==> src/dirt_pkg.sv <==
// shared types and constants for the delayed repeat interval timer
// no dependencies; imported by every module of the block
package dirt_pkg;

  localparam int FIELD_TIME_W = 32;
  localparam int FIRE_NUM_W   = 16;
  localparam int CFG_IDX_W    = 2;
  localparam int CFG_DATA_W   = 32;

  // opcodes of an input request
  localparam logic OP_TICK = 1'b0;
  localparam logic OP_ARM  = 1'b1;

  // configuration register indexes
  localparam logic [CFG_IDX_W-1:0] CFG_INTERVAL     = 2'd0;
  localparam logic [CFG_IDX_W-1:0] CFG_DELAY        = 2'd1;
  localparam logic [CFG_IDX_W-1:0] CFG_REPEAT_COUNT = 2'd2;

  localparam logic [FIRE_NUM_W-1:0] FIRE_NUM_MAX = {FIRE_NUM_W{1'b1}};

  // controller -> datapath
  typedef struct packed {
    logic arm;
    logic tick_skip;
    logic tick_accum;
    logic fire;
  } dp_cmd_t;

  // datapath -> controller
  typedef struct packed {
    logic stopped;
    logic skip_first;
    logic can_fire;
    logic last;
  } dp_stat_t;

  // one result item
  typedef struct packed {
    logic [FIELD_TIME_W-1:0] fire_time;
    logic [FIRE_NUM_W-1:0]   fire_number;
    logic                    finished;
    logic                    last_of_tick;
  } fire_t;

endpackage

==> src/dirt_ctrl.sv <==
// controller state machine: request decode and firing sequence
// depends on dirt_pkg
module dirt_ctrl
  import dirt_pkg::*;
(
  input  logic     clk,
  input  logic     rst_n,
  input  logic     in_valid,
  input  logic     in_opcode,
  output logic     in_ready,
  input  logic     out_free,
  input  dp_stat_t stat,
  output dp_cmd_t  cmd
);

  localparam logic ST_IDLE = 1'b0;
  localparam logic ST_FIRE = 1'b1;

  logic state_r, state_nxt;
  logic accept;

  assign in_ready = (state_r == ST_IDLE);
  assign accept   = in_valid && in_ready;

  always_comb begin
    state_nxt      = state_r;
    cmd            = '0;
    unique case (state_r)
      ST_IDLE: begin
        if (accept) begin
          if (in_opcode == OP_ARM) begin
            cmd.arm = 1'b1;
          end else if (stat.stopped) begin
            // ignored until the next arm
          end else if (stat.skip_first) begin
            cmd.tick_skip = 1'b1;
          end else begin
            cmd.tick_accum = 1'b1;
            state_nxt      = ST_FIRE;
          end
        end
      end
      ST_FIRE: begin
        // only the first check of a tick can fail; later ones are looked ahead
        if (!stat.can_fire) begin
          state_nxt = ST_IDLE;
        end else if (out_free) begin
          cmd.fire = 1'b1;
          if (stat.last) state_nxt = ST_IDLE;
        end
      end
      default: state_nxt = ST_IDLE;
    endcase
  end

  always_ff @(posedge clk) begin
    if (!rst_n) state_r <= ST_IDLE;
    else        state_r <= state_nxt;
  end

endmodule

==> config.mk <==
export PLATFORM = sky130hd
export DESIGN_NAME = dirt_ctrl
export DESIGN_NICKNAME = d
export VERILOG_FILES = /design/src/dirt_pkg.sv /design/src/dirt_ctrl.sv
export SDC_FILE = /design/constraint.sdc
export NUM_CORES = 1
export LEC_CHECK = 0
export ABC_CLOCK_PERIOD_IN_PS = 1300
export BUFFER_PORTS_ARGS = -buffer_cell sky130_fd_sc_hd__buf_2
export CAP_MARGIN = 20
export CORE_AREA = 2 2 39 41
export DETAILED_ROUTE_END_ITERATION = 16
export DIE_AREA = 0 0 41 43
export PLACE_DENSITY = 0.31
export RECOVER_POWER = 25
export SYNTH_ARGS = -nofsm -noshare
export SYNTH_HDL_FRONTEND = slang
export SYNTH_SLANG_ARGS = --single-unit
==> constraint.sdc <==
create_clock -name clk -period 1.3 [get_ports clk]
set_input_delay 0 -clock clk [delete_from_list [all_inputs] [get_ports clk]]
set_output_delay 0 -clock clk [all_outputs]
set_load 0.05 [all_outputs]
# Word level (Yosys, flattened, before mapping)
# Index checks and enable logic that the tools add are counted.
# classes
addsub,0
multipliers,0
div_mod_pow,0
order_cmp,0
eq_ne,0
shift,0
mux,17
n_bitwise,1
reduce_logical,1
# ops
cell,n
$mux 1,12
$mux 3,2
$mux 2,2
$pmux 1 s2,1
$logic_and 1x1->1,1
$not 1->1,1
# totals
regBits,1
latchBits,0
mem_bits_rw,0
mem_bits_ro,0
in_bits,9
output_inout_bits,5
word_cells,20
memories,0

# Logic depth before layout (Yosys ltp)
# Gate-level depths: netlist of run 1.
# depth
depth_word,5
ltp_mapped,2
ltp_nobuf,2

# Worst setup path after synthesis of run 1
# OpenSTA, ideal clock, no wires.
# synth_path
kind,register -> output
start,register state_r
end,output cmd[3] (netlist bit)
t_arrival_ns,1.174
required_ns,1.300
slack_ns,0.126
path_stages_with_launch,3
path_cell_list,dfxtp_1 -> inv_1 -> and3_1
# synth_rtl
item,line_no,text
"start, declared",dirt_ctrl.sv:19,"logic state_r, state_nxt;"
"start signal, assigned",dirt_ctrl.sv:58,else state_r <= state_nxt;
"end, declared",dirt_ctrl.sv:13,output dp_cmd_t cmd

==> metrics.cfg, run 1 <==
[clocking]
cts_hold_buf=0
postCtsResizedCells=0
clk_latency_ps=0
cts_setup_buffers=0
clk_pin_slew_ps=0

[sta]
finalHoldViolCount=0
final-setup-viol-count=0
fmax_mhz=918
setup_tns_ps=0
fin_crit_sh_pct=83.8
maxSlewHeadroom_pct=60.2
finalMaxSlewViolations=0
rsz0062_at_grt=no
worst_slack_ps=210
tightest_slew_ps=599
fin_crit_ps=1090
finClkSkew_ps=0

[pwr]
p_switching_uw=26.9
swShare_pct=35.5
cell_internal_pwr_uw=48.8
pwr-share-seq_pct=43.1
p_comb_share_pct=56.9
power.total_uw=75.7
ir_worst_vdd_uv=100
power_leakage_nw=0.0951
powerDensity_nw_per_um2=426
clockPowerShare_pct=0

[drt]
first_pass_iters=3
vias=129
drtIter0Drc=3
viasPerCell=3.23
wirelength_um=353
drc=0
wl_per_cell_um=8.83
postRouteAntennaNets=0

[layout]
largest_reg_flops=1
fillCellCount=164
final_nets=35
layout_commonest_cell=buf_2
drive_gt1_share_pct=62.5
top_register=state_r
syn_to_final_growth_pct=89.3
diodes=0
top_regs=state_r: 1 flops

[hold_path]
min_to=state_r$_SDFF_PN0_
holdCritStartpoint=rst_n
whs_path_depth=2
min_path_type=in2reg

[outcome]
status=finished clean

[worst_setup_path]
endpoint_kind=output pin
critPathLaunchType=flip-flop
r2r_end=state_r$_SDFF_PN0_
rr_startpoint=state_r$_SDFF_PN0_
crit_required_ps=1300
crit_fanout=4
cp.arrival_ps=1090
path_class=reg2out
rrSetupSlack_ps=420
rr_worst_depth=2

[synthesis]
ys_types=11
syn_area_um2=93.8
synthTopCellsByArea=dfxtp_1, nor4b_2, a32o_1
synth_top_area_share_pct=21.3
postSynthAreaPerCell_um2=8.53
seq_area_frac_synth_pct=21.3
ys_ff_latch=1
yosysTopAreaCell=dfxtp_1
synthCells=11
synth_fp_nets=20
ys.warnings.count=0

[global_routing]
overflow=0
track_usage_pct=3.80
antenna_found_initial=0
grt_pass1_vias=113
grt_max_degree=5
grt_pass1_wl_um=483

[floorplan]
initial_core_util_pct=6.78
die-area_um2=1760
coreArea_um2=1380
dieWidth_um=41
io_pins=14
num_rows=14
die_h_um=43

[placement]
port_buffers=13
place_congestion=0.611
post-place-ws_ps=193

[job]
max-cap-violations=0

==> cell usage after synthesis (all sizes together) <==
cell type / count
and2b: 1
nor4b: 1
nor2b: 1
a32o: 1
nand2: 1
inv: 1
and3: 2
dfxtp: 1
and2: 2
==> per-layer routing <==
metal / track usage (%) / vias to the layer above / part of all wire (%) / routed length (um)
met2: 5.00 / 14 / 25 / 90
met5: 0 / - / 0 / 0
met3: 1.57 / 0 / 27 / 94
met4: 0 / 0 / 0 / 0
li1: - / 66 / - / -
met1: 6.03 / 49 / 48 / 168
==> area by class of cell <==
| class | instances | area, um^2 | area share, % |
|---|---|---|---|
| Inverter | 1 | 3.75 | 2.11 |
| Timing Repair Buffer | 13 | 63.8 | 35.9 |
| Sequential cell | 1 | 20.0 | 11.3 |
| Multi-Input combinational cell | 9 | 70.1 | 39.4 |
| Tap cell | 16 | 20.0 | 11.3 |
==> power groups by stage <==
| stage | clock network, mW | registers (mW) | logic, mW |
|---|---|---|---|
| 5_1_grt | 0 | 0.0328 | 0.0463 |
| 6_report | 0 | 0.0326 | 0.0430 |
| 3_3_place_gp | 0 | 0.0326 | 0.0421 |
| 3_5_place_dp | 0 | 0.0327 | 0.0434 |
| 2_1_floorplan | 0 | 0.0326 | 0.0237 |
| 4_1_cts | 0 | 0.0327 | 0.0435 |
==> worst max path at each step <==
| stage | from | slack [ps] | endpoint |
|---|---|---|---|
| 6_report | state_r$_SDFF_PN0_ | 210 | cmd[2] |
| 5_1_grt | state_r$_SDFF_PN0_ | 110 | cmd[2] |
| 4_1_cts | state_r$_SDFF_PN0_ | 190 | cmd[2] |
| 2_1_floorplan | state_r$_SDFF_PN0_ | 130 | cmd[3] |
| 3_3_place_gp | state_r$_SDFF_PN0_ | 240 | cmd[2] |
| 3_5_place_dp | state_r$_SDFF_PN0_ | 190 | cmd[2] |
==> critical path, stage by stage, from the launching register on <==
cell and delay (ps):
dfxtp_1 310, nor4b_2 340, and2_1 180, buf_2 260
==> stage by stage <==
stage                     area [um^2]  cells  util (%)  hold WS, ps
after floorplan                  93.8     11         -          154
after global placement            179     40      12.9          254
after detailed placement          179     40      12.9          269
after CTS                         179     40      12.9          269
after global routing              178     40      12.8          286
final                             178     40      12.8          270
==> cells by family (layout without fill, tap and decap cells) <==
logic type	after synthesis	after routing	share of synthesized area [%]
simple gates	8	8	64.0
compound gates	1	1	10.7
flops	1	1	21.3
buf+inv	1	14	4.00
Power figures use the tool's default switching activity.
==> run 2, diff against run 1 <==
Settings changed: ABC_AREA set to 1, ABC_CLOCK_PERIOD_IN_PS 1300 to 1000, PLACE_DENSITY 0.31 to 0.33.
Clock period 1.3 ns to 1 ns, I/O delays scaled along.
==> run 2 against run 1 <==
Effect of this change: first-iteration DRC count is 33% lower; setup slack worse by 140 ps; sequential share of layout area is 1.0 points lower; synthesized cell count is 64% higher; cell count is 20% higher; register-to-register slack worse by 140 ps; largest cell class unchanged; largest power group unchanged; highest routed layer unchanged.
==> metrics.cfg, run 2 <==
[outcome]
status=finished clean

[global_routing]
grt_max_degree=4  ; -1
antenna_found_initial=0  ; unchanged
track_usage_pct=3.20  ; -0.60 points
overflow=0  ; unchanged
grt_pass1_vias=117  ; +3.5%
grt_pass1_wl_um=420  ; -13%

[worst_setup_path]
r2r_end=state_r$_SDFF_PN0_
path_cells=inv_8 > nand2_4 > nor4_4 > buf_4
path_class=reg2out
critPathLaunchType=flip-flop
crit_family=flip-flops
path_buf_inv=2  ; +1
crit_slowest_cell=dfxtp_4
critPathMaxStageDelay_ps=350  ; about the same
crit_required_ps=1000  ; -300 ps
rr_worst_depth=3  ; +1
endpoint_kind=output pin
crit_start=state_r$_SDFF_PN0_
cp.arrival_ps=930  ; -160 ps
rr_startpoint=state_r$_SDFF_PN0_
crit_fanout=3  ; -1
rrSetupSlack_ps=280  ; -140 ps

[floorplan]
die-area_um2=1760  ; unchanged
die_h_um=43  ; unchanged
io_pins=14  ; unchanged
coreArea_um2=1380  ; unchanged
num_rows=14  ; unchanged
initial_core_util_pct=7.78  ; +0.99 points
dieWidth_um=41  ; unchanged

[placement]
place_congestion=0.628  ; +2.8%
place_inst=48  ; +20%
port_buffers=13  ; unchanged
post-place-ws_ps=9.02  ; -184 ps
post-dp-hpwl_um=321

[synthesis]
synth_top_area_share_pct=18.6  ; -2.7 points
syn_area_um2=108  ; +15%
synthMuxAreaShare_pct=0  ; unchanged
async_flop_share_pct=0  ; unchanged
ys_types=10  ; -1
seq_area_frac_synth_pct=18.6  ; -2.7 points
synthTopCellsByArea=dfxtp_1, inv_1, nor4_2
synth_fp_nets=27  ; +35%
yosysTopAreaCell=dfxtp_1
synth_fa_ha_area_share_pct=0  ; unchanged
synth_top_family_by_area=simple AND/OR/NAND/NOR gates
synth_compound_area_share_pct=8.14  ; -2.5 points
yosys.cell_count.top_type=inv_1
postSynthAreaPerCell_um2=5.98  ; -30%
synthCells=18  ; +7
ys.warnings.count=0  ; unchanged
synth_xor_area_share_pct=0  ; unchanged
ys_ff_latch=1  ; unchanged
synth-simple-area-share_pct=52.3  ; -12 points
synth_edf_count=0  ; unchanged
yosys-top-cells-count=inv_1, nand2_1, nor2_1
synth_ff_type=dfxtp_1

[pwr]
ir_worst_vdd_uv=171  ; +71%
powerDensity_nw_per_um2=500  ; +17%
power.total_uw=116  ; +53%
power_leakage_nw=0.125  ; +31%

[drt]
wl_per_cell_um=6.63  ; -25%
drtIter0Drc=2  ; -1
postRouteAntennaNets=0  ; unchanged
first_pass_iters=4  ; +1
wirelength_um=318  ; -9.9%
vias=153  ; +19%
viasPerCell=3.19  ; -1.2%
drc=0  ; unchanged

[hold_path]
min_to=state_r$_SDFF_PN0_
holdCritStartpoint=rst_n
whs_path_depth=3  ; +1
min_path_type=in2reg

[layout]
largest_reg_flops=1  ; unchanged
final_core_util_pct=16.7  ; +3.9 points
seqCellArea_um2=23.8  ; +19%
multiInputGateArea_um2=83.8  ; +20%
top_register=state_r
final_nets=43  ; +23%
final_cell_mix=buf_2, inv_1
fillCellCount=157  ; -4.3%
layout_commonest_cell=buf_2
drive_gt1_share_pct=65.6  ; +3.1 points
syn_to_final_growth_pct=115
top_regs=state_r: 1 flops
diodes=0  ; unchanged
fin_cells=48  ; +20%

[sta]
tightest_slew_ps=596  ; -2.87 ps
finalHoldViolCount=0  ; unchanged
worst_slack_ps=71.1  ; -139 ps
fin_crit_ps=929
final-setup-viol-count=0  ; unchanged
fmax_mhz=1080
fin_crit_sh_pct=92.9
rsz0062_at_grt=no
setup_tns_ps=0  ; unchanged
maxSlewHeadroom_pct=60.4  ; +0.19 points
finClkSkew_ps=0  ; unchanged
finalMaxSlewViolations=0  ; unchanged

[clocking]
cts_setup_buffers=0  ; unchanged
clk_pin_slew_ps=0  ; unchanged
clk_latency_ps=0  ; unchanged
cts_hold_buf=0  ; unchanged

[job]
max-cap-violations=0  ; unchanged

## run 2: cell count changes in the layout (fill, tap and decap cells not counted), sizes merged
| cell | change |
|---|---|
| and3 | -2 |
| nor4 | +1 |
| a21oi | +1 |
| nor2b | -1 |
| nand3 | +2 |
| buf | +1 |
| a32o | -1 |
| nand2 | +2 |
| nor4b | -1 |
| nor2 | +4 |
| inv | +5 |
| and2b | -1 |
| and2 | -2 |
## run 2: cell families after synthesis
logic type,Yosys count
simple gates,10
buf+inv,6
flops,1
compound gates,1
## run 2: routing by layer
layer  share of wire, %  up-vias  track usage, %
met5                  0        -               0
met4                  0        0               0
met3                 21        0           0.524
met2                 40       11            5.63
met1                 38       59            4.14
li1                   -       83               -
## run 2: layout make-up
cell class | count | area share, %
inverters | 6 | 13.0
multi-input cells | 11 | 36.2
flip-flops and latches | 1 | 10.3
well taps | 16 | 8.65
repair buffers | 14 | 31.9
## run 2: worst min-delay path, delay by kind of cell
family / cells / cell delay [ps]
buffers and inverters: 2 / 150
AO/OA/AOI/OAI: 1 / 30
## run 2: through the flow
stage	hold WS, ps	cell area, um^2
floorplan	55.9	138
global placement	229	230
detailed placement	225	230
CTS	226	230
global route	238	231
finish	221	231
## run 2: worst max-delay path by stage
stage                        end  slack [ps]  cells after the start
after global routing      cmd[2]          10                      4
after CTS                 cmd[2]           9                      4
after global placement    cmd[2]           2                      4
after floorplan           cmd[2]        -180                      3
after detailed placement  cmd[2]           9                      4
final                     cmd[2]          70                      4
## run 2: repair_timing
action	in CTS	in global routing
hold endpoints to repair	0	0
gates resized for setup	0	2
setup endpoints to repair	0	1
## run 2: report_power, final
| group | internal, mW | switching [mW] | total, mW |
|---|---|---|---|
| clock | 0 | 0 | 0 |
| combinational | 0.0279 | 0.0464 | 0.0743 |
| sequential | 0.0396 | 0.00184 | 0.0415 |
| total | 0.0675 | 0.0482 | 0.116 |
