--- config.mk ---
export PLATFORM = sky130hd
export DESIGN_NAME = dirt_out_reg
export DESIGN_NICKNAME = d
export VERILOG_FILES = /design/src/dirt_pkg.sv /design/src/dirt_out_reg.sv
export SDC_FILE = /design/constraint.sdc
export NUM_CORES = 1
export LEC_CHECK = 0
export BUFFER_PORTS_ARGS = -buffer_cell sky130_fd_sc_hd__buf_2
export CAP_MARGIN = 20
export CORE_AREA = 5 5 73 75
export CTS_CLUSTER_DIAMETER = 40
export DETAILED_ROUTE_END_ITERATION = 10
export DIE_AREA = 0 0 78 80
export PLACE_DENSITY = 0.68
export SLEW_MARGIN = 20
export SYNTH_ARGS = -nofsm -noshare
export SYNTH_HDL_FRONTEND = slang
export SYNTH_SLANG_ARGS = --single-unit
--- constraint.sdc ---
create_clock -name clk -period 1.45 [get_ports clk]
set_input_delay 0.0725 -clock clk [delete_from_list [all_inputs] [get_ports clk]]
set_output_delay 0.0725 -clock clk [all_outputs]
set_load 0.05 [all_outputs]
--- src/dirt_pkg.sv ---
// shared types and constants for the delayed repeat interval timer
// no dependencies; imported by every module of the block
package dirt_pkg;

  localparam int FIELD_TIME_W = 32;
  localparam int FIRE_NUM_W   = 16;
  localparam int CFG_IDX_W    = 2;
  localparam int CFG_DATA_W   = 32;

  // opcodes of an input request
  localparam logic OP_TICK = 1'b0;
  localparam logic OP_ARM  = 1'b1;

  // configuration register indexes
  localparam logic [CFG_IDX_W-1:0] CFG_INTERVAL     = 2'd0;
  localparam logic [CFG_IDX_W-1:0] CFG_DELAY        = 2'd1;
  localparam logic [CFG_IDX_W-1:0] CFG_REPEAT_COUNT = 2'd2;

  localparam logic [FIRE_NUM_W-1:0] FIRE_NUM_MAX = {FIRE_NUM_W{1'b1}};

  // controller -> datapath
  typedef struct packed {
    logic arm;
    logic tick_skip;
    logic tick_accum;
    logic fire;
  } dp_cmd_t;

  // datapath -> controller
  typedef struct packed {
    logic stopped;
    logic skip_first;
    logic can_fire;
    logic last;
  } dp_stat_t;

  // one result item
  typedef struct packed {
    logic [FIELD_TIME_W-1:0] fire_time;
    logic [FIRE_NUM_W-1:0]   fire_number;
    logic                    finished;
    logic                    last_of_tick;
  } fire_t;

endpackage

--- src/dirt_out_reg.sv ---
// output register holding one result request until taken
// depends on dirt_pkg
module dirt_out_reg
  import dirt_pkg::*;
(
  input  logic  clk,
  input  logic  rst_n,
  input  logic  load,
  input  fire_t fire,
  output logic  out_free,
  output logic  out_valid,
  input  logic  out_ready,
  output fire_t out_data
);

  logic  valid_r, valid_nxt;
  fire_t data_r;

  assign out_free  = !valid_r || out_ready;
  assign valid_nxt = load || (valid_r && !out_ready);
  assign out_valid = valid_r;
  assign out_data  = data_r;

  always_ff @(posedge clk) begin
    if (!rst_n) valid_r <= 1'b0;
    else        valid_r <= valid_nxt;
  end

  always_ff @(posedge clk) begin
    if (load) data_r <= fire;
  end

endmodule

# After elaboration in Yosys (flattened, before gate mapping)
# Cells that the tools add are included.
dict set report word_totals {
  latchBits 0
  n_memories 0
  romBits 0
  input_bits 54
  output_inout_bits 52
  register_bits 51
  wordCells 10
  ram_bits 0
}
dict set report classes {
  n_mul 0
  n_shift 0
  n_div 0
  eq_ne 0
  muxes 0
  n_addsub 0
  magnitude_cmp 0
  n_reduce_logical 5
  n_bitwise 0
}
# cell count
set op_table {}
lappend op_table {{zero test 1 bit} 2}
lappend op_table {{logical OR 1 bit} 2}
lappend op_table {{logical AND 1 bit} 1}

# Longest topological paths before layout
# Gate-level depths: netlist of the first run.
dict set report depth {
  word_depth 3
  depth_mapped 2
  mapped_depth_nobuf 2
}

# Least setup slack after synthesis of the first run
# Ideal clock, no wire load.
dict set report synth_timing {
  path_type {register to register}
  startpoint {register valid_r, in the netlist out_valid}
  endpoint {register valid_r, in the netlist out_valid}
  required_time_ns 1.383
  stages_incl_launch_ff 3
  arrival_ns 1.037
  period_less_slack_ns 1.104
  setup_slack_ns 0.346
  path_buffers 0
  setup_time_ns 0.067
  path_cell_list {dfxtp_1 -> nand2b_4 -> a21boi_2}
}
dict set report synth_via {
  elab_chain_len 2
}
# element line
set synth_rtl {}
lappend synth_rtl {{from (decl)} dirt_out_reg.sv:16} ;# logic valid_r, valid_nxt;
lappend synth_rtl {{from (signal assigned)} dirt_out_reg.sv:26} ;# else valid_r <= valid_nxt;
lappend synth_rtl {{logical AND 1 bit} dirt_out_reg.sv:20} ;# assign valid_nxt = load || (valid_r && !out_ready);
lappend synth_rtl {{logical OR 1 bit} dirt_out_reg.sv:20}
# Every way passes these cells.
# A chain may end at the register's enable or synchronous reset.

# Worst setup path in the final report of the first run
dict set report layout_timing {
  startpoint {register valid_r, in the netlist out_valid}
  endpoint {output out_free}
}
dict set report layout_via {
  elab_chain_len 2
}
# element line
set layout_rtl {}
lappend layout_rtl {{zero test 1 bit} dirt_out_reg.sv:19} ;# assign out_free = !valid_r || out_ready;
lappend layout_rtl {{logical OR 1 bit} dirt_out_reg.sv:19}
lappend layout_rtl {{to (decl)} dirt_out_reg.sv:10} ;# output logic out_free,
# Every way passes these cells.

==> results.rst, run 1 <==
.. list-table::
   :header-rows: 1

   * - Metric
     - Value
   * - Later-pin clock latency in the skew report
     - 300 ps
   * - Path type of the worst min-delay path
     - in -> reg
   * - Post-route clock skew
     - 0 ps
   * - Non-filler cells, final
     - 273
   * - Total power consumption of the routed design
     - 3641 µW
   * - Critical-path maximum fanout
     - 2
   * - Share of post-route cells with drive strength above 1
     - 52.51%
   * - Final hold violation count
     - 0
   * - Detail Route Antenna Nets
     - 0
   * - Antenna Cells
     - 0
   * - Setup repair after global routing missed its margin
     - no
   * - Instance count along the most critical hold path
     - 3
   * - H-Tree Depth
     - 2
   * - Total Wirelength
     - 4078 µm
   * - Number of sinks driven by the clock tree
     - 51
   * - Global placer's final weighted congestion
     - 0.6564
   * - Reg-to-reg setup timing slack
     - 840 ps
   * - DR vias
     - ~1,100
   * - Count of input and output buffers
     - 105
   * - Synth warnings
     - 0
   * - Most frequent cell after synthesis
     - edfxtp_1
   * - Final design utilization
     - 61.03%
   * - Number of max-slew violations in the final report
     - 0
   * - Top achievable clock speed
     - 0.9646 GHz
   * - Seq/Total Area, Yosys
     - 98.14%
   * - Top cell types by occurrence after synthesis
     - edfxtp_1, a21boi_2, dfxtp_1, inv_1, nand2b_4
   * - Arrival time of data at the critical path endpoint
     - 960 ps
   * - Startpoint of the most critical hold path
     - out_ready
   * - Area after DPL
     - between 0.002 and 0.0025 mm²
   * - Number of iterations in the first detailed-routing pass
     - 2
   * - Endpoint kind of the worst setup timing path
     - output port
   * - Worst supply voltage drop on vdd
     - 0.0008096 V
   * - TritonCTS clock tree
     - yes
   * - Run status
     - finished clean
   * - Clock tree root driver cell
     - clkbuf_8
   * - Post-detailed-route via-to-cell ratio
     - 4.128
   * - Design area
     - around 0.0028 mm²
   * - Worst endpoint required time
     - 1380 ps
   * - Maximum buffer depth of the clock tree
     - 2
   * - Initial standard-cell utilization of the core
     - between 30% and 40%
   * - Cell leakage power
     - 0.001214 µW
   * - Startpoint of the worst-slack reg-to-reg timing path
     - out_valid$_SDFF_PN0_
   * - Height of the chip
     - 80 µm
   * - Type of element launching the critical path
     - flop
   * - Overall Global Routing Usage
     - 13.74%
   * - DRC violation count after routing
     - 0
   * - Post-Syn Area
     - 0.001550 mm²
   * - Number of flip-flops and latches in the synthesized netlist
     - 51
   * - Hold-critical path endpoint
     - out_valid$_SDFF_PN0_
   * - Number of CTS-inserted buffers
     - 5
   * - # IOs
     - 106
   * - Count of mapped cells out of synthesis
     - 54
   * - Library cells used by synthesis
     - 5
   * - Average cell area after synthesis
     - 28.71 µm²
   * - Total overflow reported by the global router
     - 0
   * - MaxCap Viol Count
     - 0
   * - Biggest area consumer among synthesized cells
     - edfxtp_1
   * - Rel. slew slack
     - 82.75%
   * - Layout fillers
     - 347
   * - Number of setup buffers added after CTS
     - 0
   * - Horizontal extent of the die
     - 78 µm
   * - Path depth of the worst reg2reg path
     - 2
   * - Core area
     - around 0.0046 mm²
   * - Number of core rows
     - 25
   * - Clock-pin slew of the registers on the worst-case setup and hold paths
     - 90 ps
   * - Wirelength per Cell
     - between 10 and 15 µm
   * - Critical register-to-register path endpoint
     - out_valid$_SDFF_PN0_
   * - Dominant cells by area after synthesis
     - edfxtp_1, dfxtp_1, nand2b_4, a21boi_2, inv_1
   * - Post-CTS Hold Fix Bufs
     - 51
   * - Number of antenna violations at the first check in global routing
     - 0
   * - Primary flip-flop cell chosen by synthesis mapping
     - edfxtp_1
   * - Final critical-path share of the clock period
     - 71.49%
   * - Kind of critical path
     - reg -> out
   * - Final #Nets
     - around 270
   * - Min cycle time layout
     - around 1000 ps
   * - Post-Syn Nets
     - 108
   * - Overall die area
     - roughly 0.0062 mm²
   * - Placed instance count
     - approximately 210
   * - Number of gates resized after cts
     - 0
   * - First-pass GRT wire length
     - 6354 µm
   * - Total Negative Setup Slacks
     - 0 ps
   * - Total of endpoints with negative setup slack in the final report
     - 0
   * - Pin slew with the least headroom to its limit
     - approximately 260 ps
   * - Proportion of netlist area held by the largest area contributor
     - 96.85%
   * - Via count of the first global-routing pass
     - roughly 1,300
   * - Maximum number of pins on one net before global-route repair
     - 52
   * - FFs w/ async S/R, synth
     - 0%
   * - EDFF count, synth
     - 50
   * - Iteration-0 DRC Markers
     - 13
   * - Power density normalized to cell area
     - 1297 mW/mm²
   * - Area growth syn-to-layout
     - 81.03%
-- placed cells by master, fill, tap and decap left out --
cell type | Yosys | final
dfxtp_1 | 1 | 1
bufinv_16 | 0 | 2
inv_1 | 1 | 1
edfxtp_1 | 50 | 50
a21boi_2 | 1 | 1
dlygate4sd3_1 | 0 | 51
clkbuf_1 | 0 | 1
buf_12 | 0 | 1
clkbuf_8 | 0 | 5
buf_2 | 0 | 105
nand2b_4 | 1 | 1
-- kinds of logic after synthesis --
| logic type | after synthesis | synth area share, % |
|---|---|---|
| AND/OR/NAND/NOR | 1 | 0.8876 |
| AO/OA/AOI/OAI | 1 | 0.7263 |
| buffers and inverters | 1 | 0.2419 |
| flip-flops | 51 | 98.14 |
-- power breakdown --
| part | total, µW | internal [µW] | switching [µW] |
|---|---|---|---|
| sequential | 1770 | 1740 | 26.9 |
| clock | 1130 | 689 | 441 |
| combinational | 740 | 223 | 517 |
| total | 3640 | 2660 | 985 |
-- registers in the layout (all words and copies together), names as in the netlist --
register   count
out_data      50
out_valid      1
-- worst max path at each step --
stage                                    start                endpoint  slack, ps  cells past startpoint
after floorplan           out_valid$_SDFF_PN0_    out_valid$_SDFF_PN0_        350                      2
after global placement                    load  out_data[32]$_DFFE_PP_        680                      2
after detailed placement                  load  out_data[29]$_DFFE_PP_        670                      2
after CTS                 out_valid$_SDFF_PN0_                out_free        400                      2
after global routing      out_valid$_SDFF_PN0_                out_free        360                      2
final                     out_valid$_SDFF_PN0_                out_free        410                      2
-- layout make-up --
cell class / count / area [µm²] / area share, %
inverter: 1 / 3.754 / 0.1337
multi-input combinational: 2 / 25.02 / 0.8917
clock inverter: 2 / 60.06 / 2.140
timing repair buffer: 157 / 1056 / 37.63
sequential: 51 / 1521 / 54.21
clock buffer: 6 / 72.57 / 2.586
tap: 54 / 67.56 / 2.407
-- per-layer routing --
metal	up-vias	GRT usage (%)	share of wire [%]
li1	540	-	-
met1	506	13.51	33
met2	73	22.62	48
met3	8	8.804	16
met4	0	6.250	2.5
met5	-	0	0
-- per-stage QoR --
step	hold slack, ps	setup WS (ps)
after detailed placement	250.6	672.5
after floorplan	171.4	346.1
after global placement	249.6	682.3
after CTS	42.74	395.3
final	53.08	413.3
after global routing	48.54	358.5
-- critical path, cell delays in order, from the launching register on --
cell and delay (ps):
dfxtp_1 340, nand2b_4 70, buf_2 250
Note: power is estimated with default switching activity, not from simulation.
==> run 2: changes to the inputs <==
ABC_AREA = 1   (was unset)
clock period = 1 ns   (was 1.45 ns; I/O delays follow)
==> run 2 against run 1 <==
Area after synthesis is 0.16% lower. Global-route usage is 1.3 points lower. Core utilization down 0.95 points. Clock-buffer cell count did not move. Synthesized cell count increased by 3.7%. Critical endpoint is now out_data[34]. Non-clock buffer count is the same.
==> results.rst, run 2 <==
.. list-table::
   :header-rows: 1

   * - Metric
     - Value
   * - Run status
     - finished clean
   * - Core area
     - 0.004598 mm² (unchanged)
   * - Proportion of netlist area held by the largest area contributor
     - 97.01% (+0.16 points)
   * - Iteration-0 DRC Markers
     - 51 (+38)
   * - Post-route clock skew
     - 0 ps (unchanged)
   * - Area growth syn-to-layout
     - 78.50%
   * - Synth warnings
     - 0 (unchanged)
   * - DRC violation count after routing
     - 0 (unchanged)
   * - Cell leakage power
     - 0.001197 µW (-1.4%)
   * - Number of antenna violations at the first check in global routing
     - 0 (unchanged)
   * - Switching power
     - 1369 µW (+39%)
   * - Rel. slew slack
     - 81.90% (-0.85 points)
   * - Most frequent standard cell in the layout excluding fill and tap cells
     - buf_2
   * - Switching Share
     - 29.11% (+2.1 points)
   * - Reg-to-reg setup timing slack
     - 420 ps (-420 ps)
   * - # IOs
     - 106 (unchanged)
   * - Number of CTS-inserted buffers
     - 5 (unchanged)
   * - Final hold violation count
     - 0 (unchanged)
   * - Crit path cell chain
     - buf_2
   * - FFs w/ async S/R, synth
     - 0% (unchanged)
   * - First-pass GRT wire length
     - 5878 µm (-7.5%)
   * - Number of max-slew violations in the final report
     - 0 (unchanged)
   * - Final #Nets
     - 274 (+0.74%)
   * - Via count of the first global-routing pass
     - 1,274 (-2.2%)
   * - Overall die area
     - 0.006240 mm² (unchanged)
   * - Share of post-route cells with drive strength above 1
     - 51.58% (-0.93 points)
   * - Post-Syn Nets
     - 110 (+1.9%)
   * - Total overflow reported by the global router
     - 0 (unchanged)
   * - Seq. cell area
     - 0.001523 mm² (about the same)
   * - Clock tree root driver cell
     - clkbuf_8
   * - Total of endpoints with negative setup slack in the final report
     - 0 (unchanged)
   * - Worst setup path startpoint
     - out_data[34]$_DFFE_PP_
   * - Post-Syn Area
     - 0.001548 mm² (-0.16%)
   * - Type of element launching the critical path
     - flop
   * - TritonCTS clock tree
     - yes
   * - Initial standard-cell utilization of the core
     - 33.66% (-0.054 points)
   * - Startpoint of the worst-slack reg-to-reg timing path
     - out_valid$_SDFF_PN0_
   * - Final critical-path share of the clock period
     - a little over nine tenths
   * - Global placer's final weighted congestion
     - 0.6495 (-1.1%)
   * - Post-detailed-route via-to-cell ratio
     - 4.185 (+1.4%)
   * - Number of core rows
     - 25 (unchanged)
   * - Startpoint of the most critical hold path
     - out_ready
   * - Layout fillers
     - 346 (-0.29%)
   * - Total power consumption of the routed design
     - 4703 µW (+29%)
   * - Library cells used by synthesis
     - 5 (unchanged)
   * - Top achievable clock speed
     - 1.050 GHz
   * - Seq/Total Area, Yosys
     - 98.30% (+0.16 points)
   * - Area after DPL
     - 0.002162 mm² (about the same)
   * - Standard cell with the maximum stage delay on the critical path
     - edfxtp_1
   * - Arrival time of data at the critical path endpoint
     - 900 ps (-60 ps)
   * - DR vias
     - 1,151 (+2.1%)
   * - Detail Route Antenna Nets
     - 0 (unchanged)
   * - Most used cells in the layout excluding fill and tap cells
     - buf_2, dlygate4sd3_1, edfxtp_1, clkbuf_8, buf_4
   * - Count of input and output buffers
     - 105 (unchanged)
   * - Average cell area after synthesis
     - 27.64 µm² (-3.7%)
   * - Later-pin clock latency in the skew report
     - 280 ps (-20 ps)
   * - Count of mapped cells out of synthesis
     - 56 (+3.7%)
   * - Part of the power in the clock network
     - 22.6% (-8.4 points)
   * - Worst supply voltage drop on vdd
     - 0.0008747 V (+8.0%)
   * - EDFF count, synth
     - 50 (unchanged)
   * - Worst endpoint required time
     - 950 ps (-430 ps)
   * - H-Tree Depth
     - 2 (unchanged)
   * - Min cycle time layout
     - 952.0 ps
   * - Fraction of power consumed by combinational cells
     - 22.8% (+2.5 points)
   * - Area occupied by multi-input gates
     - 15.01 µm² (-40%)
   * - Setup repair after global routing missed its margin
     - no
   * - Clock-pin slew of the registers on the worst-case setup and hold paths
     - 80 ps (about the same)
   * - Pre-CTS worst setup slack
     - 241.1 ps (-431.4 ps)
   * - Number of sinks driven by the clock tree
     - 51 (unchanged)
   * - Design area
     - 0.002763 mm² (-1.6%)
   * - Maximum buffer depth of the clock tree
     - 2 (unchanged)
   * - Kind of critical path
     - reg -> out
   * - Most frequent cell after synthesis
     - edfxtp_1
   * - Antenna Cells
     - 0 (unchanged)
   * - Critical-path maximum fanout
     - 1 (-1)
   * - Pin slew with the least headroom to its limit
     - 271.5 ps (+12.72 ps)
   * - Total Negative Setup Slacks
     - 0 ps (unchanged)
   * - Internal power component
     - 3334 µW (+26%)
   * - Biggest area consumer among synthesized cells
     - edfxtp_1
   * - Horizontal extent of the die
     - 78 µm (unchanged)
   * - Number of iterations in the first detailed-routing pass
     - 2 (unchanged)
   * - Primary flip-flop cell chosen by synthesis mapping
     - edfxtp_1
   * - Maximum number of pins on one net before global-route repair
     - 52 (unchanged)
   * - Max FFs per register
     - 50 (unchanged)
   * - Number of flip-flops and latches in the synthesized netlist
     - 51 (unchanged)
   * - Wirelength per Cell
     - 13.88 µm (-7.1%)
   * - Top cell types by occurrence after synthesis
     - edfxtp_1, inv_1, a21oi_2, dfxtp_1, nand2_2
   * - Total Wirelength
     - 3818 µm (-6.4%)
   * - Cell family contributing the most delay on the critical path
     - flip-flops
   * - Dominant cells by area after synthesis
     - edfxtp_1, dfxtp_1, inv_1, a21oi_2, nand2_2
   * - Final design utilization
     - 60.08% (-0.95 points)
   * - Height of the chip
     - 80 µm (unchanged)
   * - Overall Global Routing Usage
     - 12.41% (-1.3 points)
   * - Sequential group share of total power
     - 54.6% (+6.0 points)
   * - Slowest cell delay on critical path
     - 390 ps (+50 ps)
   * - MaxCap Viol Count
     - 0 (unchanged)
   * - Endpoint kind of the worst setup timing path
     - output port
   * - Power density normalized to cell area
     - 1702 mW/mm² (+31%)
   * - Buffers & Inverters on Critical Path
     - 1 (unchanged)
   * - Worst-case setup margin in the final layout
     - 47.95 ps (-365.4 ps)
   * - Path type of the worst min-delay path
     - in -> reg
==> run 2: power groups by stage <==
stage,clock network [µW],logic (µW),registers (µW)
2_1_floorplan,0,13.8,3220
3_3_place_gp,0,911,2610
3_5_place_dp,0,915,2620
4_1_cts,1130,1070,2570
5_1_grt,1220,1120,2590
6_report,1060,1070,2570
==> run 2: metrics by stage <==
stage               cells  hold slack, ps
global placement      216           226.6
CTS                   275          -3.759
floorplan              56           148.9
detailed placement    216           228.1
global route          275           18.08
finish                275           26.82
==> run 2: cell type report <==
cell class | instances | area share [%]
timing repair buffer | 157 | 38.59
clock buffer | 6 | 2.627
tap | 54 | 2.446
clock inverter | 2 | 0.2717
multi-input combinational | 2 | 0.5435
inverter | 3 | 0.4076
sequential | 51 | 55.12
==> run 2: logic make-up (layout without fill, tap and decap cells) <==
kind of cell	after synthesis	after routing	synth area share, %
buffers and inverters	3	168	0.7275
AOI/OAI and AO/OA	1	1	0.5660
DFF	51	51	98.30
and+or+nand+nor	1	1	0.4045
==> run 2: per-layer routing <==
layer,vias up,global-route usage (%),wire [µm]
li1,543,-,-
met1,537,12.84,1351
met2,65,21.20,1928
met3,6,6.998,489
met4,0,4.054,48
met5,-,0,0
==> run 2: tightest hold or removal path, delay by kind of cell <==
kind | cells | cell delay (ps)
buffers and inverters | 2 | 110
AOI/OAI and AO/OA | 1 | 50
and+or+nand+nor | 1 | 70
==> run 2: path summary, 6_finish.rpt <==
kind | end | cells past startpoint
min reg2reg | out_valid$_SDFF_PN0_ | 2
max reg2reg | out_valid$_SDFF_PN0_ | 2
min | out_valid$_SDFF_PN0_ | 4
max | out_data[34] | 1
==> run 2: timing repair <==
item,4_1_cts,5_1_grt
setup buffers,0,0
hold buffers,51,0
gates resized for setup,1,6
setup endpoints to repair,1,3
endpoints found under the hold margin,51,0
