<file path="config.mk">
export PLATFORM = sky130hd
export DESIGN_NAME = dirt_dp
export DESIGN_NICKNAME = d
export VERILOG_FILES = /design/src/dirt_pkg.sv /design/src/dirt_dp.sv
export SDC_FILE = /design/constraint.sdc
export NUM_CORES = 1
export LEC_CHECK = 0
export BUFFER_PORTS_ARGS = -buffer_cell sky130_fd_sc_hd__buf_2
export CAP_MARGIN = 20
export CELL_PAD_IN_SITES_DETAIL_PLACEMENT = 1
export CELL_PAD_IN_SITES_GLOBAL_PLACEMENT = 1
export CORE_AREA = 10 10 152 182
export CTS_CLUSTER_SIZE = 12
export DETAILED_ROUTE_END_ITERATION = 8
export DIE_AREA = 0 0 162 192
export PLACE_DENSITY = 0.92
export SYNTH_ARGS = -nofsm -noshare
export SYNTH_HDL_FRONTEND = slang
export SYNTH_SLANG_ARGS = --single-unit
</file>
<file path="constraint.sdc">
create_clock -name clk -period 18.3 [get_ports clk]
set_input_delay 3.66 -clock clk [delete_from_list [all_inputs] [get_ports clk]]
set_output_delay 3.66 -clock clk [all_outputs]
set_load 0.005 [all_outputs]
</file>
<file path="src/dirt_pkg.sv">
// shared types and constants for the delayed repeat interval timer
// no dependencies; imported by every module of the block
package dirt_pkg;

  localparam int FIELD_TIME_W = 32;
  localparam int FIRE_NUM_W   = 16;
  localparam int CFG_IDX_W    = 2;
  localparam int CFG_DATA_W   = 32;

  // opcodes of an input request
  localparam logic OP_TICK = 1'b0;
  localparam logic OP_ARM  = 1'b1;

  // configuration register indexes
  localparam logic [CFG_IDX_W-1:0] CFG_INTERVAL     = 2'd0;
  localparam logic [CFG_IDX_W-1:0] CFG_DELAY        = 2'd1;
  localparam logic [CFG_IDX_W-1:0] CFG_REPEAT_COUNT = 2'd2;

  localparam logic [FIRE_NUM_W-1:0] FIRE_NUM_MAX = {FIRE_NUM_W{1'b1}};

  // controller -> datapath
  typedef struct packed {
    logic arm;
    logic tick_skip;
    logic tick_accum;
    logic fire;
  } dp_cmd_t;

  // datapath -> controller
  typedef struct packed {
    logic stopped;
    logic skip_first;
    logic can_fire;
    logic last;
  } dp_stat_t;

  // one result item
  typedef struct packed {
    logic [FIELD_TIME_W-1:0] fire_time;
    logic [FIRE_NUM_W-1:0]   fire_number;
    logic                    finished;
    logic                    last_of_tick;
  } fire_t;

endpackage

</file>
<file path="src/dirt_dp.sv">
// datapath: config registers, elapsed accumulator, firing arithmetic
// depends on dirt_pkg
module dirt_dp
  import dirt_pkg::*;
#(
  parameter int MAX_FIRES = 64,
  parameter int TIME_BITS = 32
) (
  input  logic                    clk,
  input  logic                    rst_n,
  input  logic                    cfg_we,
  input  logic [CFG_IDX_W-1:0]    cfg_index,
  input  logic [CFG_DATA_W-1:0]   cfg_data,
  input  logic [FIELD_TIME_W-1:0] delta_time,
  input  dp_cmd_t                 cmd,
  output dp_stat_t                stat,
  output fire_t                   fire
);

  localparam int SUM_W = ((TIME_BITS > FIELD_TIME_W) ? TIME_BITS : FIELD_TIME_W) + 1;
  localparam int CNT_W = $clog2(MAX_FIRES + 1);
  localparam logic [SUM_W-1:0] TIME_MAX_X = SUM_W'({TIME_BITS{1'b1}});
  localparam logic [CNT_W-1:0] FIRES_LIM  = CNT_W'(MAX_FIRES - 1);

  logic [FIELD_TIME_W-1:0] interval_r, delay_r;
  logic [FIRE_NUM_W-1:0]   repeat_r;
  logic [TIME_BITS-1:0]    elapsed_r;
  logic                    skip_r, dly_pend_r, stopped_r;
  logic [FIRE_NUM_W-1:0]   cnt_r;
  logic [CNT_W-1:0]        fires_r;

  logic [SUM_W-1:0]      el_x, dly_x, ivl_x, iv_x, sub_x, sum_x, new_x, time_x;
  logic [TIME_BITS-1:0]  sum_sat, new_el;
  logic [FIRE_NUM_W-1:0] cnt_inc;
  logic                  fin, more_room, next_fires;

  always_comb begin
    el_x    = SUM_W'(elapsed_r);
    dly_x   = SUM_W'(delay_r);
    ivl_x   = SUM_W'(interval_r);
    // zero interval reports the whole elapsed time once
    iv_x    = (interval_r != '0) ? ivl_x : el_x;
    sub_x   = dly_pend_r ? dly_x : iv_x;
    time_x  = dly_pend_r ? el_x : iv_x;
    sum_x   = el_x + SUM_W'(delta_time);
    sum_sat = (sum_x > TIME_MAX_X) ? {TIME_BITS{1'b1}} : sum_x[TIME_BITS-1:0];
    new_el  = elapsed_r - sub_x[TIME_BITS-1:0];
    new_x   = SUM_W'(new_el);
    cnt_inc = (cnt_r != FIRE_NUM_MAX) ? cnt_r + 1'b1 : cnt_r;
    fin     = (repeat_r != '0) && (cnt_inc >= repeat_r);
    more_room = (fires_r < FIRES_LIM);
    // look ahead: will another firing follow in this tick
    if (dly_pend_r) next_fires = (interval_r == '0) || (new_x >= ivl_x);
    else            next_fires = (new_el != '0) && (new_x >= ivl_x);
    next_fires = next_fires && !fin && more_room;
  end

  assign stat.stopped    = stopped_r;
  assign stat.skip_first = skip_r;
  assign stat.can_fire   = (el_x >= sub_x);
  assign stat.last       = !next_fires;

  assign fire.fire_time    = time_x[FIELD_TIME_W-1:0];
  assign fire.fire_number  = cnt_inc;
  assign fire.finished     = fin;
  assign fire.last_of_tick = !next_fires;

  always_ff @(posedge clk) begin
    if (!rst_n) begin
      interval_r <= '0;
      delay_r    <= '0;
      repeat_r   <= '0;
    end else if (cfg_we) begin
      unique case (cfg_index)
        CFG_INTERVAL:     interval_r <= cfg_data;
        CFG_DELAY:        delay_r    <= cfg_data;
        CFG_REPEAT_COUNT: repeat_r   <= cfg_data[FIRE_NUM_W-1:0];
        default: ;
      endcase
    end
  end

  always_ff @(posedge clk) begin
    if (!rst_n) begin
      elapsed_r  <= '0;
      skip_r     <= 1'b1;
      dly_pend_r <= 1'b0;
      cnt_r      <= '0;
      stopped_r  <= 1'b0;
      fires_r    <= '0;
    end else if (cmd.arm) begin
      elapsed_r  <= '0;
      skip_r     <= 1'b1;
      dly_pend_r <= (delay_r != '0);
      cnt_r      <= '0;
      stopped_r  <= 1'b0;
    end else if (cmd.tick_skip) begin
      skip_r <= 1'b0;
      cnt_r  <= '0;
    end else if (cmd.tick_accum) begin
      elapsed_r <= sum_sat;
      fires_r   <= '0;
    end else if (cmd.fire) begin
      elapsed_r  <= new_el;
      dly_pend_r <= 1'b0;
      cnt_r      <= cnt_inc;
      stopped_r  <= fin;
      fires_r    <= fires_r + 1'b1;
    end
  end

endmodule

</file>
# After elaboration in Yosys (flattened, before gate mapping)
# Cells that the tools add are included.
[word_totals]
register_bits = 138
output_inout_bits = 54
inputBits = 73
word_cells = 66
[classes]
eq_ne = 5
reduce_logical = 25
addsub = 4
magnitude_cmp = 5
bitwise = 4
mux = 14
[ops]
columns = ["cell", "count"]
rows = [
  ["two-way mux 32 bit", 6],
  ["nonzero test 32 bit", 3],
  ["greater-or-equal comparator 32 bit", 2],
  ["adder 32 x 32 -> 33 bit", 1],
  ["> comparator 33 x 32 -> 1 bit, second input constant", 1],
  ["logical NOT 32 bit", 1],
  ["subtractor 32 bit", 1],
  ["adder 16 x 1 -> 16 bit, second input constant", 1],
  ["greater-or-equal comparator 16 bit", 1],
  ["two-way mux 16 bit", 1],
  ["!= test 16 bit, second input constant", 1],
  ["nonzero test 16 bit", 1],
  ["two-way mux 7 bit", 2],
  ["AND reduction 2 bit", 5],
  ["AND reduction 3 bit", 3],
  ["adder 7 x 1 -> 7 bit, second input constant", 1],
  ["< comparator 7 x 6 -> 1 bit, second input constant", 1],
  ["two-way mux 1 bit", 5],
  ["logical AND 1 bit", 4],
  ["!= test 2 x 1 -> 1 bit, second input constant", 2],
  ["NOT 1 bit", 4],
  ["nonzero test 2 bit", 2],
  ["OR reduction 3 bit", 1],
  ["equality test 2 x 1 -> 1 bit, second input constant", 1],
  ["5 further kinds", 6],
]

# Depth between registers and ports, before layout
# Gate-level depths: netlist of run 1.
[depth]
ltp_word = 10
ltp_mapped = 28
mapped_depth_nobuf = 25

# Worst setup path after synthesis of run 1
# OpenSTA, ideal clock, no wires.
[synth_path]
kind = "register -> output"
start = "reg interval_r[24]"
end = "out stat[0] (netlist name)"
required_time_ns = 14.640
path_buffers = 3
arrival_ns = 5.082
path_stages_with_launch = 29
path_slack_ns = 9.558
path_cell_list = "dfxtp_1 > nor4_1 > nand4_1 > nor2_1 > clkbuf_1 > a21oi_1 > nor2_1 > a21oi_1 > ha_1 > buf_6 > a21o_1 > a21o_1 > a221o_1 > a31oi_1 > o21ai_1 > a21oi_1 > xnor2_1 > ha_1 > a21o_1 > a21o_1 > a21o_1 > a21o_1 > a21o_1 > a21oi_1 > nor2b_1 > o21ai_0 > a2111oi_2 > o31ai_2 > buf_4"
[synth_rtl]
columns = ["item", "line", "rtl"]
rows = [
  ["start: declaration", "dirt_dp.sv:25", "logic [FIELD_TIME_W-1:0] interval_r, delay_r;"],
  ["start signal: assignment", "dirt_dp.sv:75", "CFG_INTERVAL: interval_r <= cfg_data;"],
  ["end: declaration", "dirt_dp.sv:16", "output dp_stat_t stat,"],
]

==> results.md, run 1 <==
* Outcome: finished, final reports clean
* Num rows at 62
* Synth Area in Adders at 13.2%
* Nets@finish at 1766
* Internal Power at 684 µW
* Critical path data required time at 14.64 ns
* Final Hold Vio Count at 0
* Routability cong. at 0.955
* Sequential fraction of the synthesis area at 24.9%
* Clock skew at 0.0151 ns
* I/O Buffers at 126
* Logic pwr share at 40.6%
* Leading area contributor after synthesis: dfxtp_1
* Number of synthesis warnings at 0
* First-pass GRT wire length at 65900 µm
* First-iteration detailed-routing DRC count at 731
* CTS tree: built
* Delay-heaviest family, CP: compound AO/OA/AOI/OAI gates
* Setup violations, final at 0
* Share of layout cells above drive strength 1 at 12.3%
* PostCTS Resize Cnt at 0
* TritonCTS buffer count at 17
* Crit Path Max Fanout at 22
* Core area at 23900 µm²
* Starting Density at 46.4%
* Biggest cell delay along the critical path at 0.52 ns
* Fillers at 3097
* Die width at 162 µm
* Largest family of logic cells by synthesized area: compound AO/OA/AOI/OAI gates
* Count leader, synth: nand2_1
* Initial antenna violation count at 1
* Post-synthesis xor/xnor area fraction at 6.99%
* Cell Area, Synth at 11100 µm²
* Reg clk slew, reported paths at 0.07 ns
* RSZ-0062 raised after global routing: no
* Die area at 31100 µm²
* Global-route usage over all layers at 26.3%
* CP Launch Type: register
* Dominant synthesized flop cell: dfxtp_1
* Register Area at 2760 µm²
* Post-synthesis simple-gate area fraction at 21.8%
* Pwr Density at 91.8 nW/µm²
* Root Driver: clkbuf_16
* Layout area overhead at 12.7%
* Sw Share at 40.4%
* Clk_lat worst skew at 0.44 ns
* Fmax at 93.3 MHz
* Final Max Slew Viols at 0
* Synth top area cells: dfxtp_1 (25%), ha_1 (13%), nand2_1 (9.6%)
* Die height at 192 µm
* Leakage at 0.00519 µW
* Post-synth EDFFs at 0
* Mux share of post-synthesis cell area at 0.0902%
* Drt pass-1 iters at 5
* Hold-fix buffers, CTS at 0
* Share of flip-flops with an asynchronous set or reset at 0%
* DP HPWL at 32600 µm
* Worst setup EP type: output port
* Final wirelength at 42100 µm
* Synth Register Bits at 138
* Setup ws final at 7.58 ns
* CP Class: register to output port
* Area share of the largest cell type after synthesis at 24.9%
* Final Cycle Share at 58.6%
* Crit path depth at 25
* Syn avg cell area at 7.39 µm²
* Max_cap viols at 0
* Min-delay worst type: register to register
* Post-Place Worst Slack at 8.31 ns
* H-tree levels at 4
* Gate Count Post-Synth at 1501
* WP buf/inv at 2
* I/O pin cnt at 127
* Vias per cell at 6.14
* Routed Antenna Nets at 0
* Synth Area in Compound Gates at 27.8%
* Net count after synthesis at 1690
* Setup TNS at 0 ns
* Crit path arrival time at 7.06 ns
* Clock Tree Buf Depth at 2
* Area occupied by multi-input gates at 7760 µm²
* CP max stage cell: nor2_2
* Peak VDD IR at 64.4 µV
* Reg2Reg Depth at 18
* Largest net degree at the start of global routing at 86
* Vias in the first global route at 12.2k
* Sw Pwr at 463 µW
* Seq pwr share at 28.5%
* Commonest cells post-synth: nand2_1 (283), a21oi_1 (168), dfxtp_1 (138)
* Fin crit period at 10.72 ns
* Worst slew pin tran at 0.968 ns
* Gr ovfl total at 0
* Clk network pwr share at 30.9%
* DRC at 0
* Hold Path Stages at 2
* DR WL/cell at 22.0 µm
* Setup Buffers After CTS at 0
* Clock Sink Count at 138
* Distinct cells, synth at 75
* Vias at 11.7k
* Worst rel slew slack at 35.3%
cells by family (layout without fill, tap and decap cells):
group	Yosys count	in the layout
AND/OR/NAND/NOR	531	531
AO/OA/AOI/OAI	480	480
buffers and inverters	149	238
flip-flops	138	138
adder cells (fa/ha/maj)	116	116
XOR/XNOR	86	86
multiplexers	1	1
other	0	2
worst reg2reg max path: cells and delay by family, from the launching register on:
| kind | cells | cell delay, ns |
|---|---|---|
| compound gates | 9 | 1.94 |
| fa+ha+maj | 1 | 0.41 |
| simple gates | 6 | 1.91 |
| flops | 1 | 0.34 |
| buf+inv | 1 | 0.36 |
| xor+xnor | 1 | 0.21 |
power by group through the flow:
stage               sequential (µW)  clock [µW]  combinational [µW]
global placement                332           0                 426
finish                          328         354                 465
detailed placement              333           0                 444
floorplan                       326           0                 321
CTS                             327         355                 453
global route                    329         366                 506
per-stage QoR:
stage | total power (µW) | cell area [µm²] | instances | util (%) | hold WS (ns)
after floorplan | 647 | 11100 | 1501 | - | 0.441
after global placement | 759 | 11900 | 1876 | 49.7 | 0.451
after detailed placement | 777 | 11900 | 1877 | 49.8 | 0.473
after CTS | 1130 | 12500 | 1909 | 52.2 | 0.484
after global routing | 1200 | 12500 | 1911 | 52.3 | 0.517
final | 1150 | 12500 | 1912 | 52.3 | 0.486
flip-flops by register name, summed over array words and instances (netlist names):
signal,flops
delay_r,32
elapsed_r,32
interval_r,32
cnt_r,16
repeat_r,16
fires_r,7
dly_pend_r,1
skip_r,1
stopped_r,1
per-layer routing:
layer	vias to the layer above	track usage [%]	part of all wire, %
li1	5502	-	-
met1	5755	30.5	41
met2	380	46.8	50
met3	105	3.77	4.9
met4	0	12.1	4.1
met5	-	0	0
cell type report:
cell class	instances	share of cell area, %
repair buffers	136	5.86
multi-input cells	1214	62.0
flip-flops and latches	138	22.1
inverters	70	2.10
diodes	2	0.0400
well taps	320	3.20
clock inverters	15	1.23
clock buffers	17	3.40
layout by cell type, fill, tap and decap left out, types with 32 or more instances in the layout:
cell type	synthesis	final
nand2_1	283	283
a21oi_1	168	168
dfxtp_1	138	137
buf_2	1	126
ha_1	114	114
nor2_1	89	87
a21boi_0	81	81
inv_1	70	70
o21ai_0	64	64
xnor2_1	52	52
a21o_1	49	49
o221ai_1	32	32
path summary, 6_finish.rpt:
kind / start / endpoint / slack, ns
hold / removal: cnt_r[10]$_SDFFE_PP0P_ / cnt_r[10]$_SDFFE_PP0P_ / 0.49
setup / recovery: interval_r[31]$_SDFFE_PN0P_ / fire[0] / 7.58
hold reg to reg: cnt_r[10]$_SDFFE_PP0P_ / cnt_r[10]$_SDFFE_PP0P_ / 0.49
setup reg to reg: interval_r[31]$_SDFFE_PN0P_ / elapsed_r[31]$_SDFFE_PP0P_ / 13.06
Note: power is estimated with default switching activity, not from simulation.
==> inputs of run 2 (changes only) <==
Settings changed: CORE_AREA 10 10 152 182 to 10 10 156 187, DIE_AREA 0 0 162 192 to 0 0 166 197, PLACE_DENSITY 0.92 to 0.88.
Clock period 18.3 ns to 11.24 ns, I/O delays scaled along.
==> run 2 against run 1 <==
  * Worst hold slack worse by 0.019 ns
  * Cell area shrank 0.14%
  * Die area up 5.1%
  * Final cell count is 0.47% higher
  * Critical path depth increased by 2
  * Worst setup slack lost 5.4 ns
  * Routed wire length is 3.5% lower
  * Flip-flop and latch count did not move
  * Sequential share of layout area barely moved
  * Sequential power rose by 63%
  * Count of clock-buffer cells in the layout rose by 3
  * Combinational power up 59%
  * Critical endpoint unchanged
==> results.md, run 2 (synthesis results as in run 1) <==
* Setup TNS at 0 ns
* Routed Antenna Nets at 0
* I/O Buffers at 126
* Power after layout at 1820 µW
* Final Max Slew Viols at 0
* Clock Tree Buf Depth at 2
* Logic pwr share at 40.7%
* Gr ovfl total at 0
* HP Start: cnt_r[10]$_SDFFE_PP0P_
* DRC at 0
* Sw Pwr at 714 µW
* CP Class: register to output port
* Finished Layout Cells at 1921
* Layout area overhead at 12.5%
* CP max stage cell: nor2_2
* Setup violations, final at 0
* Initial antenna violation count at 3
* Internal Power at 1110 µW
* Hold EP: cnt_r[10]$_SDFFE_PP0P_
* Final wirelength at 40600 µm
* TritonCTS buffer count at 17
* Critical path data required time at 8.99 ns
* Reg clk slew, reported paths at 0.06 ns
* Peak VDD IR at 113 µV
* Largest net degree at the start of global routing at 86
* Routability cong. at 0.947
* Vias per cell at 5.95
* Global-route usage over all layers at 24.2%
* Min-delay worst type: register to register
* Most frequent cells in the layout: nand2_1 (283), a21oi_1 (168), dfxtp_1 (137)
* Final Cycle Share at 80.5%
* Nets@finish at 1766
* Worst slew pin tran at 1.00 ns
* Worst rel slew slack at 33.2%
* Biggest registers after layout: delay_r (32), elapsed_r (32), interval_r (32)
* Final Hold Vio Count at 0
* RSZ-0062 raised after global routing: no
* Die width at 166 µm
* Placed cell count at 1887
* Crit path arrival time at 6.80 ns
* Biggest cell delay along the critical path at 0.50 ns
* DP HPWL at 32800 µm
* Crit Path Max Fanout at 22
* Hold Path Stages at 2
* Worst setup EP type: output port
* Setup Buffers After CTS at 0
* Clk_lat worst skew at 0.44 ns
* Reg-to-reg startpoint: interval_r[3]$_SDFFE_PN0P_
* Hold-fix buffers, CTS at 0
* Reg2Reg Depth at 18
* Clock Sink Count at 138
* Seq pwr share at 29.3%
* Die area at 32700 µm²
* Starting Density at 43.7%
* Fmax at 111 MHz
* CTS tree: built
* CP Launch Type: register
* Vias at 11.4k
* Final Core Density at 49.2%
* Sw Share at 39.2%
* Commonest non-fill, non-tap cell in the layout: nand2_1
* Crit path top cell by count: a21oi_1
* Clk network pwr share at 30.0%
* Core area at 25400 µm²
* Fillers at 3227
* First-iteration detailed-routing DRC count at 712
* Leakage at 0.00517 µW
* Share of layout cells above drive strength 1 at 12.1%
* Max_cap viols at 0
* Outcome: finished, final reports clean
* DR WL/cell at 21.1 µm
* Clock skew at 0.0118 ns
* First-pass GRT wire length at 64700 µm
* Fin crit period at 9.05 ns
* Drt pass-1 iters at 4
* R2R Path End: elapsed_r[30]$_SDFFE_PP0P_
* PostCTS Resize Cnt at 0
* R2R setup slack at 6.28 ns
* Die height at 197 µm
* Pwr Density at 146 nW/µm²
* Num rows at 64
* H-tree levels at 4
* I/O pin cnt at 127
* Vias in the first global route at 12.1k
* Root Driver: clkbuf_16
-- run 2: cell count changes in the layout (fill, tap and decap cells not counted) --
cell / before / now
clkbuf_1: 0 / 3
inv_8: 3 / 0
inv_6: 5 / 4
clkinv_4: 3 / 2
diode_2: 2 / 1
clkinv_2: 1 / 2
clkinvlp_4: 2 / 3
-- run 2: worst max path at each step --
stage / start / endpoint / slack, ns / cells after the start
2_1_floorplan: interval_r[24]$_SDFFE_PN0P_ / stat[0] / 3.91 / 28
3_3_place_gp: interval_r[3]$_SDFFE_PN0P_ / stat[0] / 2.90 / 27
3_5_place_dp: interval_r[3]$_SDFFE_PN0P_ / stat[0] / 2.74 / 27
4_1_cts: interval_r[3]$_SDFFE_PN0P_ / stat[0] / 2.26 / 27
5_1_grt: interval_r[23]$_SDFFE_PN0P_ / stat[0] / 1.70 / 27
6_report: interval_r[3]$_SDFFE_PN0P_ / fire[0] / 2.19 / 27
-- run 2: final cells by class --
type                       instances  area [µm²]  area share, %
sequential                       138        2760           22.1
inverter                          70         263           2.10
clock buffer                      20         437           3.50
multi-input combinational       1214        7760           62.1
tap                              330         413           3.31
clock inverter                    12         115          0.922
antenna                            1        2.50         0.0200
timing repair buffer             136         733           5.87
-- run 2: critical path: cells and delay by family, from the launching register on --
kind | cells | cell delay [ns]
and+or+nand+nor | 7 | 1.51
xor gates and xnor gates | 1 | 0.36
DFF | 1 | 0.34
adders and majority gates | 3 | 1.01
AOI/OAI and AO/OA | 13 | 2.52
buffers and inverters | 3 | 0.60
-- run 2: power by group through the flow --
stage | combinational (µW) | sequential [µW] | clock [µW]
after floorplan | 523 | 531 | 0
after global placement | 700 | 541 | 0
after detailed placement | 721 | 543 | 0
after CTS | 727 | 532 | 554
after global routing | 816 | 535 | 575
final | 741 | 533 | 546
-- run 2: per-stage QoR --
step / hold slack (ns) / setup WS [ns] / instance area [µm²]
6_report: 0.467 / 2.19 / 12500
4_1_cts: 0.469 / 2.26 / 12500
5_1_grt: 0.502 / 1.70 / 12500
3_3_place_gp: 0.453 / 2.90 / 11900
3_5_place_dp: 0.455 / 2.74 / 11900
2_1_floorplan: 0.441 / 3.91 / 11100
-- run 2: per-layer routing --
metal / vias up / GRT usage, % / share of wire [%]
met5: - / 0 / 0.054
met4: 4 / 10.5 / 3.8
met3: 84 / 4.14 / 3.7
met2: 243 / 42.4 / 49
met1: 5613 / 28.4 / 43
li1: 5495 / - / -
==> inputs of run 3 (changes only) <==
Clock period 11.24 ns to 8.7 ns, I/O delays scaled along.
==> run 3 against run 2 <==
  * Cell area up 0.68%
  * Flip-flop and latch count unchanged
  * Final cell count about the same
  * Core utilization up 0.34 points
  * Clock power up 42%
  * Critical path depth down 2
  * Critical endpoint is now stat[0]
  * Count of clock-buffer cells in the layout down 3
  * Via count down 0.55%
  * Non-clock buffer count up 1
==> results.md, run 3 (synthesis results as in run 1) <==
* Outcome: finished, final reports clean
* Hold Path Stages at 2
* Peak VDD IR at 148 µV
* R2R setup slack at 4.16 ns
* Routed Antenna Nets at 0
* Final Hold Vio Count at 0
* Pwr Density at 194 nW/µm²
* Fin crit period at 8.15 ns
* Final Cycle Share at 93.6%
* Critical path origin: interval_r[3]$_SDFFE_PN0P_
* Max_cap viols at 0
* HP Start: cnt_r[10]$_SDFFE_PP0P_
* Placed cell count at 1887
* Worst rel slew slack at 32.1%
* CP Launch Type: register
* Leakage at 0.00522 µW
* Die area at 32700 µm²
* First-iteration detailed-routing DRC count at 659
* Global-route usage over all layers at 24.0%
* Vias per cell at 5.92
* Clock Sink Count at 138
* Most frequent cells in the layout: nand2_1 (283), a21oi_1 (168), dfxtp_1 (137)
* Clk_lat worst skew at 0.43 ns
* Worst slew pin tran at 1.02 ns
* Delay-heaviest family, CP: compound AO/OA/AOI/OAI gates
* CP max stage cell: a211oi_1
* Crit Path Max Fanout at 14
* DR WL/cell at 21.4 µm
* Root Driver: clkbuf_16
* Fmax at 123 MHz
* Share of layout cells above drive strength 1 at 12.4%
* Num rows at 64
* I/O pin cnt at 127
* Reg clk slew, reported paths at 0.06 ns
* Hold EP: cnt_r[10]$_SDFFE_PP0P_
* Routability cong. at 0.917
* Reg-to-reg startpoint: interval_r[3]$_SDFFE_PN0P_
* Initial antenna violation count at 4
* Vias in the first global route at 11.7k
* Die height at 197 µm
* Post-DP Area at 11900 µm²
* First-pass GRT wire length at 64300 µm
* CP Class: register to output port
* Final Core Density at 49.5%
* Biggest cell delay along the critical path at 0.60 ns
* Clock skew at 0.0123 ns
* Largest net degree at the start of global routing at 86
* RSZ-0062 raised after global routing: no
* Vias at 11.4k
* WP buf/inv at 2
* Reg2Reg Depth at 18
* Biggest registers after layout: delay_r (32), elapsed_r (32), interval_r (32)
* Drt pass-1 iters at 5
* Area occupied by multi-input gates at 7760 µm²
* Starting Density at 43.7%
* R2R Path End: elapsed_r[31]$_SDFFE_PP0P_
* Core area at 25400 µm²
* Clock Tree Buf Depth at 2
* Cell area after layout at 12600 µm²
* Gr ovfl total at 0
* I/O Buffers at 126
* DRC at 0
* Fillers at 3217
* Register Area at 2760 µm²
* Final Max Slew Viols at 0
* Crit path arrival time at 6.41 ns
* Min-delay worst type: register to register
* Die width at 166 µm
* Commonest non-fill, non-tap cell in the layout: nand2_1
* DP HPWL at 32900 µm
* Worst setup EP type: output port
* Layout area overhead at 13.3%
* Critical path data required time at 6.96 ns
* Final wirelength at 41200 µm
* TritonCTS buffer count at 17
* Power after layout at 2440 µW
* Setup TNS at 0 ns
* Finished Layout Cells at 1922
* Setup violations, final at 0
* CTS tree: built
* Nets@finish at 1767
* H-tree levels at 4
==> run 3: where the power goes <==
group	leakage, µW	total (µW)	switching (µW)	internal, µW
Clock	0.000293	778	321	457
Combinational	0.00380	965	585	380
Sequential	0.00112	693	39.0	654
Total	0.00522	2440	944	1490
==> run 3: area by class of cell <==
type,instances,area share [%]
clock inverter,15,1.48
sequential,138,22.0
clock buffer,17,3.38
timing repair buffer,137,5.99
inverter,70,2.09
multi-input combinational,1214,61.8
tap,330,3.28
antenna,1,0.0199
==> run 3: how the worst max path moves through the flow <==
stage	end	slack, ns	cells after the start
2_1_floorplan	stat[0]	1.88	28
3_3_place_gp	stat[0]	0.89	25
3_5_place_dp	stat[0]	0.77	25
4_1_cts	stat[0]	0.23	25
5_1_grt	stat[0]	0.17	25
6_report	stat[0]	0.55	25
==> run 3: tightest hold or removal path, cell delays in order (launching register included) <==
cell and delay, ns:
dfxtp_1 0.32, nand2_1 0.05, a21oi_1 0.05
==> run 3: metrics by stage <==
stage                     hold WS (ns)  setup WS, ns
final                            0.466         0.554
after global routing             0.492         0.172
after CTS                        0.470         0.230
after detailed placement         0.460         0.768
after global placement           0.454         0.892
after floorplan                  0.441          1.88
==> run 3: what timing repair did <==
item	in CTS	in global routing
endpoints found under the setup margin	0	2
buffers inserted	0	1
gates resized for setup	0	1
hold buffers	0	0
==> run 3: per-layer routing <==
layer	track usage, %	part of all wire [%]	wire length, µm
met5	0	0.051	21
met4	9.59	3.5	1460
met2	42.2	49	20300
met3	3.94	4.0	1670
met1	28.4	43	17700
